<file path="src/hdl/psnp_pkg.sv">
// Shared types, widths and codes for the point-to-segment nearest point core.
// Used by every module of the core; depends on nothing else.
package psnp_pkg;

    localparam int COORD_BITS = 32;
    localparam int DIFF_W     = COORD_BITS + 1;
    localparam int PROD_W     = 2 * DIFF_W;
    localparam int DOT_W      = PROD_W + 1;
    localparam int LEN_W      = PROD_W;
    localparam int HALF_W     = LEN_W / 2;
    localparam int NUM_W      = DIFF_W + LEN_W;
    localparam int DEN_W      = LEN_W + 1;
    localparam int QUO_W      = 62;
    localparam int REM0_W     = NUM_W - QUO_W;
    localparam int PX_W       = 64;
    localparam int SQ_W       = LEN_W;
    localparam int SQ_PAD_W   = SQ_W + 2;
    localparam int ROOT_W     = SQ_PAD_W / 2;
    localparam int SREM_W     = ROOT_W + 2;
    localparam int DIV_CELLS  = QUO_W;
    localparam int SQRT_CELLS = ROOT_W;
    localparam int CFG_IDX_W  = 3;

    localparam logic [CFG_IDX_W-1:0] REG_START_X = 3'd0;
    localparam logic [CFG_IDX_W-1:0] REG_START_Y = 3'd1;
    localparam logic [CFG_IDX_W-1:0] REG_END_X   = 3'd2;
    localparam logic [CFG_IDX_W-1:0] REG_END_Y   = 3'd3;
    localparam logic [CFG_IDX_W-1:0] REG_MIN_LEN = 3'd4;

    localparam logic [1:0] WHERE_PROJ  = 2'd0;
    localparam logic [1:0] WHERE_START = 2'd1;
    localparam logic [1:0] WHERE_END   = 2'd2;
    localparam logic [1:0] WHERE_MID   = 2'd3;

    typedef struct packed {
        logic signed [COORD_BITS-1:0] query_x;
        logic signed [COORD_BITS-1:0] query_y;
        logic                         clamp_to_segment;
    } psnp_req_t;

    typedef struct packed {
        logic signed [COORD_BITS-1:0] near_x;
        logic signed [COORD_BITS-1:0] near_y;
        logic [COORD_BITS-1:0]        distance;
        logic [1:0]                   where_found;
    } psnp_res_t;

    typedef struct packed {
        logic [DEN_W-1:0] rem;
        logic [QUO_W-1:0] nq;
    } psnp_div_lane_t;

    typedef struct packed {
        psnp_req_t query;
        logic      deg;
        logic      end_near;
        logic      neg_x;
        logic      neg_y;
        logic      ov_x;
        logic      ov_y;
    } psnp_div_side_t;

    typedef struct packed {
        logic [SREM_W-1:0]   rem;
        logic [SQ_PAD_W-1:0] rest;
        logic [ROOT_W-1:0]   root;
    } psnp_sqrt_lane_t;

    typedef struct packed {
        logic signed [COORD_BITS-1:0] near_x;
        logic signed [COORD_BITS-1:0] near_y;
        logic [1:0]                   where_found;
    } psnp_sqrt_side_t;

endpackage

</file>
<file path="src/hdl/psnp_div_cell.sv">
// One cell of the projection divider chain: one quotient bit for each axis.
// Depends on psnp_pkg.
module psnp_div_cell
    import psnp_pkg::*;
(
    input  logic           clk,
    input  logic           rst_n,
    input  logic           in_valid,
    input  logic [DEN_W-1:0] den,
    input  psnp_div_lane_t in_x,
    input  psnp_div_lane_t in_y,
    input  psnp_div_side_t in_side,
    output logic           out_valid,
    output psnp_div_lane_t out_x,
    output psnp_div_lane_t out_y,
    output psnp_div_side_t out_side
);

    function automatic psnp_div_lane_t div_step(psnp_div_lane_t lane, logic [DEN_W-1:0] d);
        logic [DEN_W:0] trial;
        logic [DEN_W:0] diff;
        psnp_div_lane_t r;
        trial = {lane.rem, lane.nq[QUO_W-1]};
        diff  = trial - {1'b0, d};
        if (trial >= {1'b0, d})
        begin
            r.rem = diff[DEN_W-1:0];
            r.nq  = {lane.nq[QUO_W-2:0], 1'b1};
        end
        else
        begin
            r.rem = trial[DEN_W-1:0];
            r.nq  = {lane.nq[QUO_W-2:0], 1'b0};
        end
        return r;
    endfunction

    logic           valid_reg;
    psnp_div_lane_t x_reg;
    psnp_div_lane_t y_reg;
    psnp_div_side_t side_reg;

    always_ff @(posedge clk or negedge rst_n)
    begin
        if (!rst_n)
        begin
            valid_reg <= 1'b0;
        end
        else
        begin
            valid_reg <= in_valid;
        end
    end

    always_ff @(posedge clk)
    begin
        x_reg    <= div_step(in_x, den);
        y_reg    <= div_step(in_y, den);
        side_reg <= in_side;
    end

    assign out_valid = valid_reg;
    assign out_x     = x_reg;
    assign out_y     = y_reg;
    assign out_side  = side_reg;

endmodule

</file>
<file path="config.mk">
export PLATFORM = sky130hd
export DESIGN_NAME = psnp_div_cell
export DESIGN_NICKNAME = d
export VERILOG_FILES = /design/src/hdl/psnp_pkg.sv /design/src/hdl/psnp_div_cell.sv
export SDC_FILE = /design/constraint.sdc
export NUM_CORES = 1
export LEC_CHECK = 0
export BUFFER_PORTS_ARGS = -buffer_cell sky130_fd_sc_hd__buf_4
export CAP_MARGIN = 20
export CORE_AREA = 2 2 285 287
export DETAILED_ROUTE_END_ITERATION = 8
export DIE_AREA = 0 0 287 289
export GPL_TIMING_DRIVEN = 0
export HOLD_SLACK_MARGIN = 0.08
export PLACE_DENSITY = 0.4
export SLEW_MARGIN = 20
export SYNTH_ARGS = -nofsm -noshare
export SYNTH_HDL_FRONTEND = slang
export SYNTH_SLANG_ARGS = --single-unit
</file>
<file path="constraint.sdc">
create_clock -name clk -period 0.8 [get_ports clk]
set_clock_uncertainty 0.05 [all_clocks]
set_input_delay 0.24 -clock clk [delete_from_list [all_inputs] [get_ports clk]]
set_output_delay 0.24 -clock clk [all_outputs]
set_load 0.05 [all_outputs]
</file>
* Word level (Yosys, flattened, before mapping)
Cells that the tools add are included.
** Word-level totals
- Flip-flop bits (word level) :: 330
- Input port bits :: 399
- Output and inout port bits :: 330
- Word-level logic and storage cells :: 20
** Cells by class
- Add/sub/neg operators :: 2
- Magnitude comparators :: 2
- Mux-type cells :: 2
** Operators with widths (number)
- 2-to-1 mux 129 bit :: 2
- greater-or-equal comparator 68 x 67 -> 1 bit :: 2
- subtractor 67 bit :: 2

* Depth between registers and ports, before layout
Gate-level depths: netlist of run 1.
- Word-level depth :: 2
- Depth in mapped cells :: 17
- Depth with buffers taken out :: 15

* Worst setup path after synthesis of run 1
Ideal clock, no wire load.
- Path type :: input-to-reg
- From :: input port in_y[61] (netlist bit)
- To :: register y_reg (netlist bit out_y[109])
- Setup time :: 0.121 ns
- Arrival time :: 3.141 ns
- Path slack :: -2.512 ns
- Cell stages on the path :: 15
- Path buffers :: 2
- Cells stage by stage :: inv_1 > ha_1 > inv_1 > fa_1 > a21oi_1 > o211ai_1 > a31oi_1 > o211ai_1 > a211oi_2 > o211a_1 > nand2b_1 > a311oi_1 > buf_2 > buf_2 > mux2_2
** Between the ends
- Cells in the longest elaborated chain, start to end :: 2
** Ends and longest elaborated chain
- start: declaration :: line psnp_div_cell.sv:11 : input psnp_div_lane_t in_y,
- subtractor 67 bit / greater-or-equal comparator 68 x 67 -> 1 bit (equally long branches) :: line psnp_div_cell.sv:24, psnp_div_cell.sv:25
- 2-to-1 mux 129 bit * :: line psnp_div_cell.sv:25 : if (trial >= {1'b0, d})
- end signal: assignment :: line psnp_div_cell.sv:58 : y_reg <= div_step(in_y, den);
- end: declaration :: line psnp_div_cell.sv:40 : psnp_div_lane_t y_reg;
Every way passes the cells marked *; elsewhere a longest branch is shown, timed or not.

* Worst setup path in the final report of run 1
- From :: input port in_y[61] (netlist bit)
- To :: register y_reg (netlist bit out_y[97])
Same word-level chain as after synthesis.

==> reports/metrics.yaml, run 1 <==
routing:
  drt_iter0_drc: 965
  viasPerCell: 4.570
  via_count: 19020
  drc: 0
  final_antenna_net_count: 0
  first_pass_iters: 5
  wl_per_cell_um: 24.47
  totalWireLength_um: 101800
setup_path:
  crit_buf_inv: 8
  cp_slowest_cell: "fa_2"
  crit_top_cell: "buf_12"
  path_class: "input pin to flip-flop"
  crit_required_ps: 1220
  end_kind: "flip-flop"
  critPathMaxFanout: 5
  cp_top_family: "compound AO/OA/AOI/OAI gates"
  startpoint_type: "input pin"
  cp_slowest_stage_delay_ps: 410
  path_cells: "buf_12, inv_12, ha_4, inv_2, fa_2, a21oi_4, o211ai_1, a31oi_2, o211ai_1, buf_4, a211oi_2, buf_4, o211a_4, nand2b_4, a311oi_4, buf_6, buf_12, buf_12, mux2_4"
  critPathArrivalTime_ps: 3610
timing:
  fin_crit_ps: 3195
  hold_ws_ps: -169.9
  fin_ws_ps: -2395
  grt_setup_unrepaired: "true"
  min_period_over_period: 3.994
  fmax_mhz: 313.0
  worstMarginPinSlew_ps: 761.9
  slew_headroom: 0.4877
  setup_tns_ps: -490460
  finalHoldViolCount: 2
  final-setup-viol-count: 466
  slew_viol_final: 0
synthesis:
  ys_seq_area_frac: 0.4058
  synth-edff-count: 0
  syn_area_um2: 16290
  syn_avg_cell_area_um2: 8.548
  yosysUniqueCellTypes: 76
  async_flop_share: 0.003030
  synth_fp_nets: 2441
  synth_seq_cells: 330
  synth_ff_type: "dfxtp_1"
  yosysWarnings: 0
  syn_inst: 1906
power_and_ir_drop:
  seqPwrFrac: 0.286
  switching_share: 0.3734
  p_clk_frac: 0.298
  power.density_nw_per_um2: 2101
  p_int_uw: 45090
  leakage_uw: 0.01514
  peakVddDrop_mv: 1.655
  switchingPower_uw: 26870
  comb_power_share: 0.416
clocking:
  cts_buffer_depth: 3
  cts_buffers: 43
  clock-sinks: 330
  clockRootBuffer: "clkbuf_16"
  cts_tree: "built"
  h-tree-depth: 2
  clk_pin_slew_worst_paths_ps: 60
global_route:
  antenna_found_initial: 21
  grt_pass1_vias: 20180
  grt_pass1_wl_um: 140900
  overflow: 0
  gr-usage-all-layers: 0.2335
  grt_max_degree: 15
worst_hold_path:
  hold_path.class: "input pin to flip-flop"
  hold_path_startpoint: "in_y[61]"
  whs_path_depth: 3
  worstHoldEndpoint: "out_y[62]$_DFF_P_"
final_layout:
  layout_commonest_cell: "buf_4"
  final_layout_size_suffix_gt1_frac: 0.5040
  final_cell_mix: "buf_4, dlygate4sd3_1, dfxtp_2, buf_8, a21oi_1"
  fin_nets: 3601
  area_growth_pct: 110.3
floorplanning:
  rows: 104
  io-pin-count: 729
  start_util: 0.2039
  dieHeight_um: 289
  core-area_um2: 79900
  dieArea_um2: 82940
  die_w_um: 287
placement:
  portBuffers: 728
  dp_worst_setup_slack_ps: -4135
  hpwl_um: 80070
  routabilityCongestion: 0.9283
flow_run:
  cap_violations: 0
status:
  outcome: "finished with violations"
  violations: "hold timing, setup timing"
worst max path at each step:
| stage | from | to | slack (ps) | cells after the start |
|---|---|---|---|---|
| 4_1_cts | in_y[61] | out_y[73]$_DFF_P_ | -2350 | 19 |
| 5_1_grt | in_y[61] | out_y[97]$_DFF_P_ | -2450 | 19 |
| 3_5_place_dp | in_y[61] | out_y[89]$_DFF_P_ | -4130 | 18 |
| 3_3_place_gp | in_y[61] | out_y[87]$_DFF_P_ | -4120 | 18 |
| 6_report | in_y[61] | out_y[97]$_DFF_P_ | -2390 | 19 |
| 2_1_floorplan | in_y[61] | out_y[109]$_DFF_P_ | -2250 | 15 |
per-stage QoR:
| stage | utilization | instance area [um^2] | power [uW] | cells |
|---|---|---|---|---|
| after floorplan | - | 17180 | 33990 | 1906 |
| after global placement | 0.3000 | 23970 | 42740 | 3694 |
| after detailed placement | 0.3000 | 23970 | 42700 | 3694 |
| after CTS | 0.4170 | 33310 | 71690 | 4145 |
| after global routing | 0.4287 | 34250 | 74920 | 4159 |
| final | 0.4288 | 34260 | 71960 | 4162 |
final cells by class:
type                            instances  area [um^2]
Fill cell                            7814        45640
Timing Repair Buffer                 1139        12410
Multi-Input combinational cell       1389        10810
Sequential cell                       330         7077
Tap cell                             1060         1326
Clock buffer                           54         1177
Buffer                                 48        579.3
Inverter                              115        498.0
Clock inverter                         22        370.4
Antenna cell                            5        12.51
sequential cells by signal, indices dropped and copies added, names as in the netlist:
name and flops:
out_x 129, out_y 129, out_side 71, out_valid 1
worst min-delay path, delay by kind of cell:
family,cells,cell delay [ps]
AO/OA/AOI/OAI,1,50
buffers and inverters,1,90
AND/OR/NAND/NOR,1,60
layer usage:
metal | global-route usage | vias up | wire length (um) | share of wire
met5 | 0 | - | 187 | 0.0018
met4 | 0.06120 | 30 | 2533 | 0.025
met3 | 0.05504 | 127 | 6442 | 0.063
met2 | 0.4519 | 638 | 55040 | 0.54
met1 | 0.2515 | 9153 | 37620 | 0.37
li1 | - | 9074 | - | -
cell usage after synthesis, types with 7 or more instances:
cell type / count / share of area
o21a_1: 13 / 0.0060
xnor2_1: 67 / 0.036
nor2b_1: 17 / 0.0065
a31oi_1: 14 / 0.0054
o21bai_1: 34 / 0.016
a21oi_1: 179 / 0.055
nand2b_1: 15 / 0.0058
mux2_2: 9 / 0.0062
clkbuf_1: 53 / 0.012
dfxtp_1: 329 / 0.40
xor2_1: 56 / 0.030
nand2_1: 242 / 0.056
o211ai_1: 11 / 0.0051
nand3_1: 21 / 0.0065
a21boi_0: 7 / 0.0032
and3_1: 16 / 0.0061
o21ai_1: 31 / 0.0095
o21ai_0: 190 / 0.058
o31ai_1: 12 / 0.0055
and2_1: 10 / 0.0038
nand4_1: 43 / 0.017
nor3_1: 26 / 0.0080
nor2_1: 86 / 0.020
ha_1: 134 / 0.10
inv_1: 114 / 0.026
buf_2: 13 / 0.0040
a21o_1: 58 / 0.027
power groups by stage:
stage	Combinational [uW]	Clock [uW]	Sequential, uW
finish	29900	21500	20600
detailed placement	22600	0	20100
global route	31400	22900	20700
CTS	29000	22200	20500
floorplan	7010	0	27000
global placement	22700	0	20100
logic make-up after synthesis:
logic type	synth area share
DFF	0.4058
muxes	0.008371
and+or+nand+nor	0.1452
adders and majority gates	0.1054
xor gates and xnor gates	0.06612
buffers and inverters	0.04546
AOI/OAI and AO/OA	0.2236
timing repair:
| action | CTS | global route |
|---|---|---|
| gates cloned | 13 | 5 |
| hold endpoints to repair | 329 | 5 |
| hold buffers | 326 | 3 |
| gates resized for setup | 986 | 268 |
| buffers inserted | 56 | 17 |
| pin swaps | 39 | 63 |
| endpoints found under the setup margin | 466 | 466 |
No activity file was read; power rests on OpenSTA's default activity.
==> inputs of run 2 (changes only) <==
--- a/config.mk
+++ b/config.mk
@@ -5,14 +5,16 @@
 export SDC_FILE = /design/constraint.sdc
 export NUM_CORES = 1
 export LEC_CHECK = 0
+export ABC_AREA = 1
 export BUFFER_PORTS_ARGS = -buffer_cell sky130_fd_sc_hd__buf_4
 export CAP_MARGIN = 20
-export CORE_AREA = 2 2 285 287
+export CORE_AREA = 2 2 284 286
 export DETAILED_ROUTE_END_ITERATION = 8
-export DIE_AREA = 0 0 287 289
+export DIE_AREA = 0 0 286 288
 export GPL_TIMING_DRIVEN = 0
 export HOLD_SLACK_MARGIN = 0.08
-export PLACE_DENSITY = 0.4
+export PLACE_DENSITY = 0.46
+export SKIP_CTS_REPAIR_TIMING = 1
 export SLEW_MARGIN = 20
 export SYNTH_ARGS = -nofsm -noshare
 export SYNTH_HDL_FRONTEND = slang
==> run 2 against run 1 <==
The flow still finishes with violations (hold timing, setup timing). Global-route usage up 4.6 points. Flip-flop and latch count did not move. Count of clock-buffer cells in the layout stayed put. Synthesized cell count is 74% higher. Largest cell class is now multi-input combinational cells. Area after synthesis increased by 26%. Core utilization up 3.7 points. Worst setup slack improved by 1100 ps. Hold slack improved by 150 ps. Fmax up 54%. Non-clock buffer count rose by 31.
==> reports/metrics.yaml, run 2 <==
timing:
  grt_setup_unrepaired: "true"
  setup_tns_ps: -351050
  min_period_over_period: 2.595
  worstMarginPinSlew_ps: 542.2
  hold_ws_ps: -24.59
  finalHoldViolCount: 1
  final-setup-viol-count: 466
  slew_viol_final: 0
  fin_crit_ps: 2076
  fin_ws_ps: -1276
  fmax_mhz: 481.7
  slew_headroom: 0.6352
synthesis:
  syn_inst: 3319
  yosysUniqueCellTypes: 33
  synth-edff-count: 0
  netlist_top_cells_count: "nand2_1, inv_1, dfxtp_1"
  yosysWarnings: 0
  synth_seq_cells: 330
  ys_seq_area_frac: 0.3229
  syn_area_um2: 20470
  async_flop_share: 0.003030
  yosysTopAreaCell: "dfxtp_1"
  synth_fp_nets: 3854
  yosys.area.top_type_share: 0.3217
  syn_avg_cell_area_um2: 6.169
  netlist_top_cells_area: "dfxtp_1, nand2_1, inv_1, ha_1, nand3_1"
  synth_ff_type: "dfxtp_1"
  synth.most_common_cell: "nand2_1"
final_layout:
  final_cell_mix: "nand2_1, buf_4, inv_1, dlygate4sd3_1, dfxtp_1"
  fin_nets: 5080
  finalCoreUtilization: 0.4657
  layout_commonest_cell: "nand2_1"
  final_layout_size_suffix_gt1_frac: 0.3542
  final_cells: 5640
  area_growth_pct: 81.14
floorplanning:
  rows: 104
  io-pin-count: 729
  dieArea_um2: 82370
  dieHeight_um: 288
  start_util: 0.2571
  core-area_um2: 79640
  die_w_um: 286
setup_path:
  startpoint_type: "input pin"
  end_kind: "flip-flop"
  path_class: "input pin to flip-flop"
  critPathArrivalTime_ps: 2540
  critPathMaxFanout: 10
  crit_required_ps: 1270
clocking:
  cts_buffer_depth: 3
  cts_tree: "built"
  cts_buffers: 41
  clk_pin_slew_worst_paths_ps: 60
  clock-sinks: 330
  h-tree-depth: 2
  clockRootBuffer: "clkbuf_16"
global_route:
  overflow: 0
  grt_pass1_wl_um: 163800
  gr-usage-all-layers: 0.2796
  antenna_found_initial: 10
  grt_pass1_vias: 23370
  grt_max_degree: 14
routing:
  viasPerCell: 4.545
  wl_per_cell_um: 22.47
  final_antenna_net_count: 0
  via_count: 25630
  first_pass_iters: 6
  drc: 0
  totalWireLength_um: 126700
  drt_iter0_drc: 1341
flow_run:
  cap_violations: 0
placement:
  routabilityCongestion: 0.9841
  dp_cells: 5107
  hpwl_um: 105700
  portBuffers: 728
  dp_worst_setup_slack_ps: -2694
status:
  violations: "hold timing, setup timing"
  outcome: "finished with violations"
worst_hold_path:
  hold_path.class: "input pin to flip-flop"
power_and_ir_drop:
  peakVddDrop_mv: 1.586
  leakage_uw: 0.01870
  power.density_nw_per_um2: 1843
[run 2: cell types whose count changed after synthesis, moves of 63 or more]
cell     before   now
nand2_1     242  1283
nor2_1       86   253
xnor2_1      67     4
o21ai_0     190    54
inv_1       114   587
nand3_1      21   236
[run 2: logic make-up (layout without fill, tap and decap cells)]
kind of cell / count (synthesis) / after routing / synth area share
other: 0 / 6 / 0
AOI/OAI and AO/OA: 234 / 234 / 0.06142
xor gates and xnor gates: 68 / 68 / 0.02909
buffers and inverters: 655 / 1910 / 0.1250
adders and majority gates: 136 / 136 / 0.08384
and+or+nand+nor: 1896 / 1896 / 0.3778
DFF: 330 / 330 / 0.3229
[run 2: worst paths after layout]
path	end	slack, ps	cells after the start	start
max	out_x[116]$_DFF_P_	-1280	17	den[28]
min	out_y[91]$_DFF_P_	-20	3	in_y[90]
max in group asynchronous	out_valid$_DFF_PN0_	130	3	rst_n
min in group asynchronous	out_valid$_DFF_PN0_	460	3	rst_n
[run 2: through the flow]
| step | instance area [um^2] | total power [uW] |
|---|---|---|
| after floorplan | 21020 | 34200 |
| after detailed placement | 27810 | 44100 |
| after global routing | 37080 | 71260 |
| final | 37090 | 68350 |
| after CTS | 29190 | 63630 |
| after global placement | 27810 | 44150 |
[run 2: power by group]
part / total, uW / internal (uW) / switching, uW
Combinational: 30100 / 10700 / 19300
Sequential: 19100 / 18400 / 713
Clock: 19200 / 11300 / 7880
Total: 68300 / 40400 / 27900
[run 2: layout make-up]
type	count	area, um^2
Multi-Input combinational cell	2334	14760
Tap cell	1060	1326
Timing Repair Buffer	1184	9987
Fill cell	8366	42550
Clock inverter	18	212.7
Buffer	34	442.9
Clock buffer	54	1166
Sequential cell	330	6629
Antenna cell	6	15.01
Inverter	620	2547
[run 2: per-layer routing]
metal | routed length (um) | track usage | vias to the layer above
met3 | 6976 | 0.05428 | 199
met5 | 49 | 0 | -
met1 | 48750 | 0.3083 | 11990
li1 | - | - | 12620
met4 | 5704 | 0.1052 | 8
met2 | 65260 | 0.5255 | 818
[run 2: worst max-delay path: stages]
cell and delay (ps):
buf_4 100, clkinvlp_4 230, ha_4 380, nand2_2 80, inv_2 90, nand2_4 70, nor2_4 110, nand2_2 80
nor2_4 130, nand2_2 70, nand3_2 80, a21oi_4 60, buf_12 160, nand2_8 110, buf_6 210, nand3_2 170
nand2_1 130
