==> src/hdl/psnp_pkg.sv <==
// Shared types, widths and codes for the point-to-segment nearest point core.
// Used by every module of the core; depends on nothing else.
package psnp_pkg;

    localparam int COORD_BITS = 32;
    localparam int DIFF_W     = COORD_BITS + 1;
    localparam int PROD_W     = 2 * DIFF_W;
    localparam int DOT_W      = PROD_W + 1;
    localparam int LEN_W      = PROD_W;
    localparam int HALF_W     = LEN_W / 2;
    localparam int NUM_W      = DIFF_W + LEN_W;
    localparam int DEN_W      = LEN_W + 1;
    localparam int QUO_W      = 62;
    localparam int REM0_W     = NUM_W - QUO_W;
    localparam int PX_W       = 64;
    localparam int SQ_W       = LEN_W;
    localparam int SQ_PAD_W   = SQ_W + 2;
    localparam int ROOT_W     = SQ_PAD_W / 2;
    localparam int SREM_W     = ROOT_W + 2;
    localparam int DIV_CELLS  = QUO_W;
    localparam int SQRT_CELLS = ROOT_W;
    localparam int CFG_IDX_W  = 3;

    localparam logic [CFG_IDX_W-1:0] REG_START_X = 3'd0;
    localparam logic [CFG_IDX_W-1:0] REG_START_Y = 3'd1;
    localparam logic [CFG_IDX_W-1:0] REG_END_X   = 3'd2;
    localparam logic [CFG_IDX_W-1:0] REG_END_Y   = 3'd3;
    localparam logic [CFG_IDX_W-1:0] REG_MIN_LEN = 3'd4;

    localparam logic [1:0] WHERE_PROJ  = 2'd0;
    localparam logic [1:0] WHERE_START = 2'd1;
    localparam logic [1:0] WHERE_END   = 2'd2;
    localparam logic [1:0] WHERE_MID   = 2'd3;

    typedef struct packed {
        logic signed [COORD_BITS-1:0] query_x;
        logic signed [COORD_BITS-1:0] query_y;
        logic                         clamp_to_segment;
    } psnp_req_t;

    typedef struct packed {
        logic signed [COORD_BITS-1:0] near_x;
        logic signed [COORD_BITS-1:0] near_y;
        logic [COORD_BITS-1:0]        distance;
        logic [1:0]                   where_found;
    } psnp_res_t;

    typedef struct packed {
        logic [DEN_W-1:0] rem;
        logic [QUO_W-1:0] nq;
    } psnp_div_lane_t;

    typedef struct packed {
        psnp_req_t query;
        logic      deg;
        logic      end_near;
        logic      neg_x;
        logic      neg_y;
        logic      ov_x;
        logic      ov_y;
    } psnp_div_side_t;

    typedef struct packed {
        logic [SREM_W-1:0]   rem;
        logic [SQ_PAD_W-1:0] rest;
        logic [ROOT_W-1:0]   root;
    } psnp_sqrt_lane_t;

    typedef struct packed {
        logic signed [COORD_BITS-1:0] near_x;
        logic signed [COORD_BITS-1:0] near_y;
        logic [1:0]                   where_found;
    } psnp_sqrt_side_t;

endpackage

==> src/hdl/psnp_sqrt_cell.sv <==
// One cell of the distance square root chain: one root bit per cell.
// Depends on psnp_pkg.
module psnp_sqrt_cell
    import psnp_pkg::*;
(
    input  logic            clk,
    input  logic            rst_n,
    input  logic            in_valid,
    input  psnp_sqrt_lane_t in_lane,
    input  psnp_sqrt_side_t in_side,
    output logic            out_valid,
    output psnp_sqrt_lane_t out_lane,
    output psnp_sqrt_side_t out_side
);

    logic            valid_reg;
    psnp_sqrt_lane_t lane_reg;
    psnp_sqrt_side_t side_reg;
    psnp_sqrt_lane_t lane_next;
    logic [SREM_W+1:0] part;
    logic [SREM_W+1:0] trial;
    logic [SREM_W+1:0] diff;

    always_comb
    begin
        part  = {in_lane.rem, in_lane.rest[SQ_PAD_W-1 -: 2]};
        trial = {2'b00, in_lane.root, 2'b01};
        diff  = part - trial;
        lane_next.rest = {in_lane.rest[SQ_PAD_W-3:0], 2'b00};
        if (part >= trial)
        begin
            lane_next.rem  = diff[SREM_W-1:0];
            lane_next.root = {in_lane.root[ROOT_W-2:0], 1'b1};
        end
        else
        begin
            lane_next.rem  = part[SREM_W-1:0];
            lane_next.root = {in_lane.root[ROOT_W-2:0], 1'b0};
        end
    end

    always_ff @(posedge clk or negedge rst_n)
    begin
        if (!rst_n)
        begin
            valid_reg <= 1'b0;
        end
        else
        begin
            valid_reg <= in_valid;
        end
    end

    always_ff @(posedge clk)
    begin
        lane_reg <= lane_next;
        side_reg <= in_side;
    end

    assign out_valid = valid_reg;
    assign out_lane  = lane_reg;
    assign out_side  = side_reg;

endmodule

==> config.mk <==
export PLATFORM = sky130hd
export DESIGN_NAME = psnp_sqrt_cell
export DESIGN_NICKNAME = d
export VERILOG_FILES = /design/src/hdl/psnp_pkg.sv /design/src/hdl/psnp_sqrt_cell.sv
export SDC_FILE = /design/constraint.sdc
export NUM_CORES = 1
export LEC_CHECK = 0
export BUFFER_PORTS_ARGS = -buffer_cell sky130_fd_sc_hd__clkbuf_2
export CAP_MARGIN = 10
export CORE_AREA = 2 2 161 163
export DETAILED_ROUTE_END_ITERATION = 8
export DIE_AREA = 0 0 163 165
export PLACE_DENSITY = 0.6
export SLEW_MARGIN = 20
export SYNTH_ARGS = -nofsm -noshare
export SYNTH_HDL_FRONTEND = slang
export SYNTH_SLANG_ARGS = --single-unit
==> constraint.sdc <==
create_clock -name clk -period 0.8 [get_ports clk]
set_clock_uncertainty 0.05 [all_clocks]
set_input_delay 0.04 -clock clk [delete_from_list [all_inputs] [get_ports clk]]
set_output_delay 0.04 -clock clk [all_outputs]
set_load 0.1 [all_outputs]
[Word-level counts from Yosys, hierarchy flattened]
Index checks and enable logic that the tools add are counted.
Storage, ports and cells
  register bits: 203
  input port bits: 207
  logic and storage cells: 11
Operators by class
  $add $sub $neg: 1
  magnitude comparators: 1
  muxes and demuxes: 2
Operator list (number)
  38-bit by 36-bit greater-or-equal comparator with 1-bit output: 1
  36-bit two-way mux: 1
  36-bit subtractor: 1
  1-bit two-way mux: 1

[Longest topological paths before layout]
Gate-level depths: netlist (run 1).
  depth after elaboration: 2
  gate-level depth with buffers: 14
  depth with buffers taken out: 11

[Least setup slack after synthesis (run 1)]
OpenSTA, ideal clock, no wires.
  kind: input -> register
  from: input in_lane[5] (netlist name)
  to: register lane_reg (netlist bit out_lane[106])
  library setup time: 0.123 ns
  data arrival time: 2.400 ns
  slack: -1.774 ns
  stages: 11
  buffers on the path: 2
  cell sequence: inv_1 ha_1 buf_2 a2111o_1 o21ai_2 o41a_2 o21ai_2 a31o_2 a211oi_4 buf_6 mux2_1
RTL lines
  from (decl): RTL line psnp_sqrt_cell.sv:9  | input psnp_sqrt_lane_t in_lane,
  to (signal assigned): RTL line psnp_sqrt_cell.sv:56  | lane_reg <= lane_next;
  to (decl): RTL line psnp_sqrt_cell.sv:17  | psnp_sqrt_lane_t lane_reg;

==> results of run 1 <==
[layer usage]
layer  vias up  wire length (um)  track usage [%]
met3        82              2530             6.86
li1       3682                 -                -
met2       320             17500             44.1
met4         2              1480             10.3
met1      3651             12400             25.2
met5         -                13                0
[worst max-delay path by stage]
stage / slack (ns) / end / cells after the start
after floorplan: -1.64 / out_lane[106] / 10
after CTS: -1.12 / out_lane[103] / 12
after global routing: -1.26 / out_lane[134] / 12
final: -1.23 / out_lane[134] / 12
after global placement: -1.78 / out_lane[115] / 12
after detailed placement: -1.88 / out_lane[134] / 12
[metrics by stage]
step / hold slack (ns) / TNS [ns] / std cells / utilization [%] / total power [W]
after detailed placement: -0.232 / -65.95 / 1488 / 54.6 / 0.0258
after global placement: -0.234 / -64.17 / 1488 / 54.6 / 0.0257
final: -0.0226 / -106.69 / 1762 / 68.7 / 0.0381
after floorplan: -0.306 / -57.07 / 607 / - / 0.0197
after CTS: -0.280 / -108.25 / 1744 / 67.2 / 0.0379
after global routing: -0.00713 / -114.87 / 1760 / 68.6 / 0.0394
[sequential cells by signal, summed over array words and instances (netlist names)]
name       cells
out_valid      1
out_lane     136
out_side      66
[cell usage after synthesis, types with 3 or more instances]
library cell and n:
buf_8 3, a21o_1 14, nor2b_1 8, clkbuf_1 6, nand4_1 6, xnor2_1 17, o21ai_0 22, o21ai_2 22
inv_1 44, nor3_1 6, nand2b_1 4, buf_4 5, ha_1 36, and3_1 3, nand3_1 9, a31oi_1 7
o21bai_1 4, nor2_1 23, o211ai_1 3, a2111oi_0 3, dfxtp_1 202, o21a_1 5, a21oi_1 38, nand2_1 57
o21ai_1 7, xor2_1 13
[final cells by class]
class / instances / area [um2] / share of cell area (%)
well taps: 330 / 413 / 2.40
multi-input cells: 344 / 2810 / 16.4
clock buffers: 33 / 706 / 4.11
clock inverters: 9 / 81.3 / 0.473
inverters: 44 / 175 / 1.02
flip-flops and latches: 203 / 4330 / 25.2
repair buffers: 792 / 8650 / 50.3
diodes: 7 / 17.5 / 0.102
[report_power, final]
part,internal [W],switching [W]
combinational,0.00621,0.00900
sequential,0.0112,0.000738
clock,0.00648,0.00448
[worst max-delay path, stage by stage]
cell,delay (ns)
clkbuf_2,0.10
inv_1,0.04
ha_2,0.20
a2111oi_4,0.38
o21ai_1,0.13
a31oi_1,0.22
o221ai_2,0.17
a31o_4,0.25
buf_4,0.14
a21o_1,0.18
a2111o_1,0.42
o311ai_1,0.10
[cell families after synthesis]
group | Yosys count | synth area share [%]
fa+ha+maj | 36 | 6.74
compound gates | 147 | 15.0
buf+inv | 60 | 4.29
flops | 203 | 60.9
simple gates | 125 | 8.50
xor+xnor | 30 | 3.93
mux | 4 | 0.636
other cells | 1 | 0.0561
[what timing repair did]
action / CTS / global route
hold buffers: 204 / 1
gates resized for setup: 55 / 57
gates cloned: 2 / 2
endpoints found under the hold margin: 203 / 2
buffers inserted: 8 / 9
pin swaps: 29 / 12
setup endpoints to repair: 240 / 240
==> impl_metrics.toml, run 1 <==
[pwr]
ir_worst_vdd_mv = 1.66
power.density_mw_per_mm2 = 2210
p_leak_nw = 7.90

[synthesis]
ys.flop_type = "dfxtp_1"
synth-seq-cells = 203
synth_cell_types = 57
syn_area_per_cell_um2 = 11.0
synth_area_mm2 = 0.00669
synth_edf_count = 0
ys_seq_area_share_pct = 60.9
synthTopCellsByArea = "dfxtp_1 60%, ha_1 6.7%, nand2_1 3.2%, o21ai_2 2.9%, a21oi_1 2.8%"
synth.largest_area_cell = "dfxtp_1"
syn-instance-count = 606
async_flop_share_pct = 0.493
synth_top_area_share_pct = 60.5
ys_warn_count = 0

[clock_network]
cts_max_level = 1
cts_made_buffers = 25
clkSlewWorstSetupHoldPaths_ns = 0.06
cts_root_buf = "clkbuf_16"
cts_tree = "built"
cts.sinks = 203
cts_buffer_depth = 3

[sta]
max_freq_mhz = 493
fin_crit_sh_pct = 254
setup_viol = 240
min_period_ns = 2.03
hold_viol_final = 2
maxSlewViolCount = 0
rsz0062_at_grt = "true"
whs_ns = -0.0226
fin_ws_ns = -1.23

[placed_design]
place_area_mm2 = 0.0137
dp_slack_ns = -1.88
dp_hpwl_um = 24200
globalplace.congestion = 0.902
port_buffers = 409

[critical_path]
critical_path_class = "input port to register"
arrival_ns = 2.37
critPathRequiredTime_ns = 1.14
crit_start = "in_lane[22]"
startpoint_type = "input port"
end_kind = "register"
path_max_fanout = 2

[finish]
fillerInstances = 1631
final_cell_mix = "205 x dlygate4sd3_1, 204 x buf_12, 200 x dfxtp_2"
layout-drive-gt1-share_pct = 66.1
nNetsFinal = 1653
final_common_cell = "dlygate4sd3_1"
synthToLayoutAreaGrowth_pct = 157
finish.instance_area_mm2 = 0.0172

[floorplan]
rows = 58
die_y_um = 165
io_pins = 412
die_area_mm2 = 0.0269
start_util_pct = 26.7
placeableCoreArea_mm2 = 0.0250
die_w_um = 163

[status]
outcome = "finished, violations left"
violations = "negative hold slack, negative setup slack"

[run]
max-cap-violations = 0

[global_routing]
grt_max_degree = 24
grt_pass1_wl_um = 48400
grt.overflow.total = 0
grt_pass1_vias = 8360
grt_use_total_pct = 23.8
grt_antenna_before_repair = 8

[route]
firstDrtPassIters = 4
vias = 7737
postRouteWirelength_um = 34000
final_antenna_net_count = 0
drt_iter0_markers = 329
post_drt_wl_per_cell_um = 19.3
drc = 0
drt-vias-per-instance = 4.39

[worst_hold_path]
hold_class = "input port to register"
min_from = "in_lane[113]"
hold_depth = 4
hold_end = "out_lane[115]"
No activity file was read; power rests on OpenSTA's default activity.
==> run 2, diff against run 1 <==
--- a/config.mk
+++ b/config.mk
@@ -11,6 +11,7 @@
 export DETAILED_ROUTE_END_ITERATION = 8
 export DIE_AREA = 0 0 163 165
 export PLACE_DENSITY = 0.6
+export SKIP_CTS_REPAIR_TIMING = 1
 export SLEW_MARGIN = 20
 export SYNTH_ARGS = -nofsm -noshare
 export SYNTH_HDL_FRONTEND = slang
==> impl_metrics.toml, run 2 (synthesis gave the netlist of run 1 again) <==
[clock_network]
clkSlewWorstSetupHoldPaths_ns = 0.06
cts_max_level = 1
cts_made_buffers = 25
cts_tree = "built"
cts_root_buf = "clkbuf_16"
cts.sinks = 203
cts_buffer_depth = 3

[sta]
maxSlewViolCount = 0
max_freq_mhz = 501
fin_ws_ns = -1.19
whs_ns = -0.110
min_period_ns = 1.99
rsz0062_at_grt = "true"
hold_viol_final = 3
fin_crit_sh_pct = 249
setup_viol = 240

[route]
drc = 0
final_antenna_net_count = 0
vias = 7675
postRouteWirelength_um = 33600
firstDrtPassIters = 4
drt_iter0_markers = 342
post_drt_wl_per_cell_um = 19.2
drt-vias-per-instance = 4.38

[finish]
nNetsFinal = 1650
final_cell_mix = "206 x buf_12, 204 x dlygate4sd3_1, 200 x dfxtp_2"
fin_util_pct = 68.5
fillerInstances = 1634
final_common_cell = "buf_12"
multi_input_area_mm2 = 0.00282
final_cells = 1754
finish.instance_area_mm2 = 0.0172
layout-drive-gt1-share_pct = 65.8
layout.area.seq_mm2 = 0.00433
synthToLayoutAreaGrowth_pct = 157
largest_reg_flops = 136

[floorplan]
start_util_pct = 26.7
die_area_mm2 = 0.0269
rows = 58
io_pins = 412
die_y_um = 165
die_w_um = 163
placeableCoreArea_mm2 = 0.0250

[global_routing]
grt_max_degree = 24
grt_pass1_wl_um = 40700
grt_antenna_before_repair = 4
grt_use_total_pct = 20.3
grt_pass1_vias = 6959
grt.overflow.total = 0

[critical_path]
crit_start = "in_lane[5]"
path_max_fanout = 8
arrival_ns = 2.34
startpoint_type = "input port"
end_kind = "register"
path_cells = "buf_8 -> inv_6 -> ha_4 -> a2111o_1 -> o21ai_2 -> o41a_2 -> o21ai_4 -> a31o_4 -> a211oi_4 -> buf_6 -> mux2_4"
cp-endpoint = "out_lane[114]"
cpMaxStageDelayCell = "a2111o_1"
crit_path_max_incr_delay_ns = 0.42
critical_path_class = "input port to register"
critPathRequiredTime_ns = 1.15

[pwr]
p_leak_nw = 7.87
power.density_mw_per_mm2 = 2220
ir_worst_vdd_mv = 1.66

[placed_design]
dp_cells = 1488
dp_hpwl_um = 24200
globalplace.congestion = 0.902
place_area_mm2 = 0.0137
port_buffers = 409
dp_slack_ns = -1.88

[status]
outcome = "finished, violations left"
violations = "negative hold slack, negative setup slack"

[run]
max-cap-violations = 0

[worst_hold_path]
hold_class = "input port to register"
-- run 2: area by class of cell --
cell class              count  area share [%]
diodes                      2          0.0292
clock buffers              33            4.11
clock inverters             9           0.474
inverters                  44            1.05
multi-input cells         344            16.4
flip-flops and latches    203            25.2
well taps                 330            2.41
repair buffers            789            50.3
-- run 2: worst min path at each step --
stage | from | to | slack, ns | cells after the start
after CTS | rst_n | out_valid | -0.77 | 1
after global placement | rst_n | out_valid | -0.23 | 1
after floorplan | rst_n | out_valid | -0.31 | 0
final | in_lane[101] | out_lane[103] | -0.11 | 4
after global routing | in_lane[100] | out_lane[103] | -0.08 | 4
after detailed placement | rst_n | out_valid | -0.23 | 1
-- run 2: power breakdown --
group,internal (W),switching [W]
combinational,0.00621,0.00898
clock,0.00648,0.00447
sequential,0.0112,0.000746
-- run 2: per-stage QoR --
stage                     TNS [ns]  total power (W)
final                      -106.34           0.0380
after global routing       -114.81           0.0393
after CTS                  -115.95           0.0368
after detailed placement    -65.95           0.0258
after global placement      -64.17           0.0257
after floorplan             -57.07           0.0197
-- run 2: metal layers --
metal | track usage, % | up-vias | wire (um)
met2 | 37.3 | 313 | 17600
met4 | 5.95 | 4 | 1230
met1 | 22.3 | 3608 | 12500
met5 | 0 | - | 29
li1 | - | 3672 | -
met3 | 6.53 | 78 | 2280
-- run 2: worst max-delay path, delay by kind of cell --
| family | cells | cell delay, ns |
|---|---|---|
| buffers and inverters | 3 | 0.35 |
| AOI/OAI and AO/OA | 6 | 1.39 |
| adders and majority gates | 1 | 0.24 |
| muxes | 1 | 0.31 |
==> run 3, diff against run 2 <==
--- a/config.mk
+++ b/config.mk
@@ -10,6 +10,7 @@
 export CORE_AREA = 2 2 161 163
 export DETAILED_ROUTE_END_ITERATION = 8
 export DIE_AREA = 0 0 163 165
+export MAX_ROUTING_LAYER = met4
 export PLACE_DENSITY = 0.6
 export SKIP_CTS_REPAIR_TIMING = 1
 export SLEW_MARGIN = 20
==> impl_metrics.toml, run 3 (synthesis gave the netlist of run 1 again) <==
[status]
outcome = "finished, violations left"
violations = "negative hold slack, negative setup slack"

[worst_hold_path]
hold_class = "input port to register"

[route]
drt-vias-per-instance = 4.37
drc = 0
drt_iter0_markers = 295
vias = 7680
post_drt_wl_per_cell_um = 19.2
firstDrtPassIters = 4
final_antenna_net_count = 0
postRouteWirelength_um = 33600

[sta]
maxSlewViolCount = 0
hold_viol_final = 3
setup_viol = 240
max_freq_mhz = 501
min_period_ns = 2.00
whs_ns = -0.100
rsz0062_at_grt = "true"
fin_crit_sh_pct = 250
fin_ws_ns = -1.20

[clock_network]
cts_max_level = 1
cts_tree = "built"
cts.sinks = 203
cts_made_buffers = 25
cts_root_buf = "clkbuf_16"
cts_buffer_depth = 3
clkSlewWorstSetupHoldPaths_ns = 0.06

[placed_design]
globalplace.congestion = 0.918
place_area_mm2 = 0.0137
dp_hpwl_um = 24200
dp_slack_ns = -1.88
port_buffers = 409

[global_routing]
grt_antenna_before_repair = 4
grt_pass1_wl_um = 40700
grt_pass1_vias = 6965
grt.overflow.total = 0
grt_use_total_pct = 20.9
grt_max_degree = 24

[floorplan]
start_util_pct = 26.7
rows = 58
die_y_um = 165
die_area_mm2 = 0.0269
io_pins = 412
die_w_um = 163
placeableCoreArea_mm2 = 0.0250

[finish]
fillerInstances = 1632
final_common_cell = "buf_12"
nNetsFinal = 1650
layout-drive-gt1-share_pct = 65.8
largest_reg_flops = 136
final_cell_mix = "206 x buf_12, 204 x dlygate4sd3_1, 200 x dfxtp_2"
finish.instance_area_mm2 = 0.0172
synthToLayoutAreaGrowth_pct = 157

[pwr]
design_power_total_w = 0.0380
power.density_mw_per_mm2 = 2210
ir_worst_vdd_mv = 1.66
p_leak_nw = 7.87

[critical_path]
cpMaxStageDelayCell = "a2111o_1"
critPathRequiredTime_ns = 1.15
end_kind = "register"
path_cells = "buf_8 -> inv_6 -> ha_4 -> a2111o_1 -> o21ai_2 -> o41a_2 -> o21ai_4 -> a31o_4 -> a211oi_4 -> buf_6 -> mux2_4"
startpoint_type = "input port"
crit_family = "compound AO/OA/AOI/OAI gates"
arrival_ns = 2.35
path_max_fanout = 8
path_buf_inv = 3
critical_path_class = "input port to register"
crit_path_max_incr_delay_ns = 0.42

[run]
max-cap-violations = 0
[run 3: cell count changes in the layout (fill, tap and decap cells not counted)]
cell,delta
diode_2,+2
[run 3: cell type report]
class	instances	area [um2]	area share (%)
diodes	4	10.0	0.0583
clock buffers	33	706	4.11
clock inverters	9	81.3	0.474
inverters	44	180	1.05
multi-input cells	344	2820	16.4
flip-flops and latches	203	4330	25.2
well taps	330	413	2.41
repair buffers	789	8620	50.2
[run 3: routing by layer]
metal | GRT usage, % | part of all wire [%] | vias to the layer above
met5 | - | 0 | -
met4 | 6.15 | 3.6 | 0
met3 | 6.73 | 6.9 | 74
met2 | 37.2 | 52 | 300
met1 | 22.2 | 37 | 3630
li1 | - | - | 3676
[run 3: path summary, 6_finish.rpt]
path	start	endpoint	slack, ns	depth (start not counted)
max	in_lane[5]	out_lane[114]	-1.20	11
max in group asynchronous	rst_n	out_valid	0.25	3
min	in_lane[101]	out_lane[103]	-0.10	4
min in group asynchronous	rst_n	out_valid	0.34	3
[run 3: tightest hold or removal path, delay by kind of cell]
kind | cells | cell delay [ns]
muxes | 1 | 0.06
adders and majority gates | 1 | 0.15
buffers and inverters | 2 | 0.17
[run 3: power breakdown]
part           switching, W  internal (W)  total (W)
clock               0.00442       0.00648     0.0109
combinational       0.00898       0.00620     0.0152
sequential         0.000746        0.0112     0.0119
[run 3: per-stage QoR]
step	TNS, ns	util (%)	hold slack [ns]	cells
final	-105.75	68.5	-0.100	1756
after global routing	-114.30	68.5	-0.0803	1756
after CTS	-115.95	57.7	-0.773	1530
after detailed placement	-65.95	54.6	-0.232	1488
after global placement	-64.17	54.6	-0.234	1488
after floorplan	-57.07	-	-0.306	607
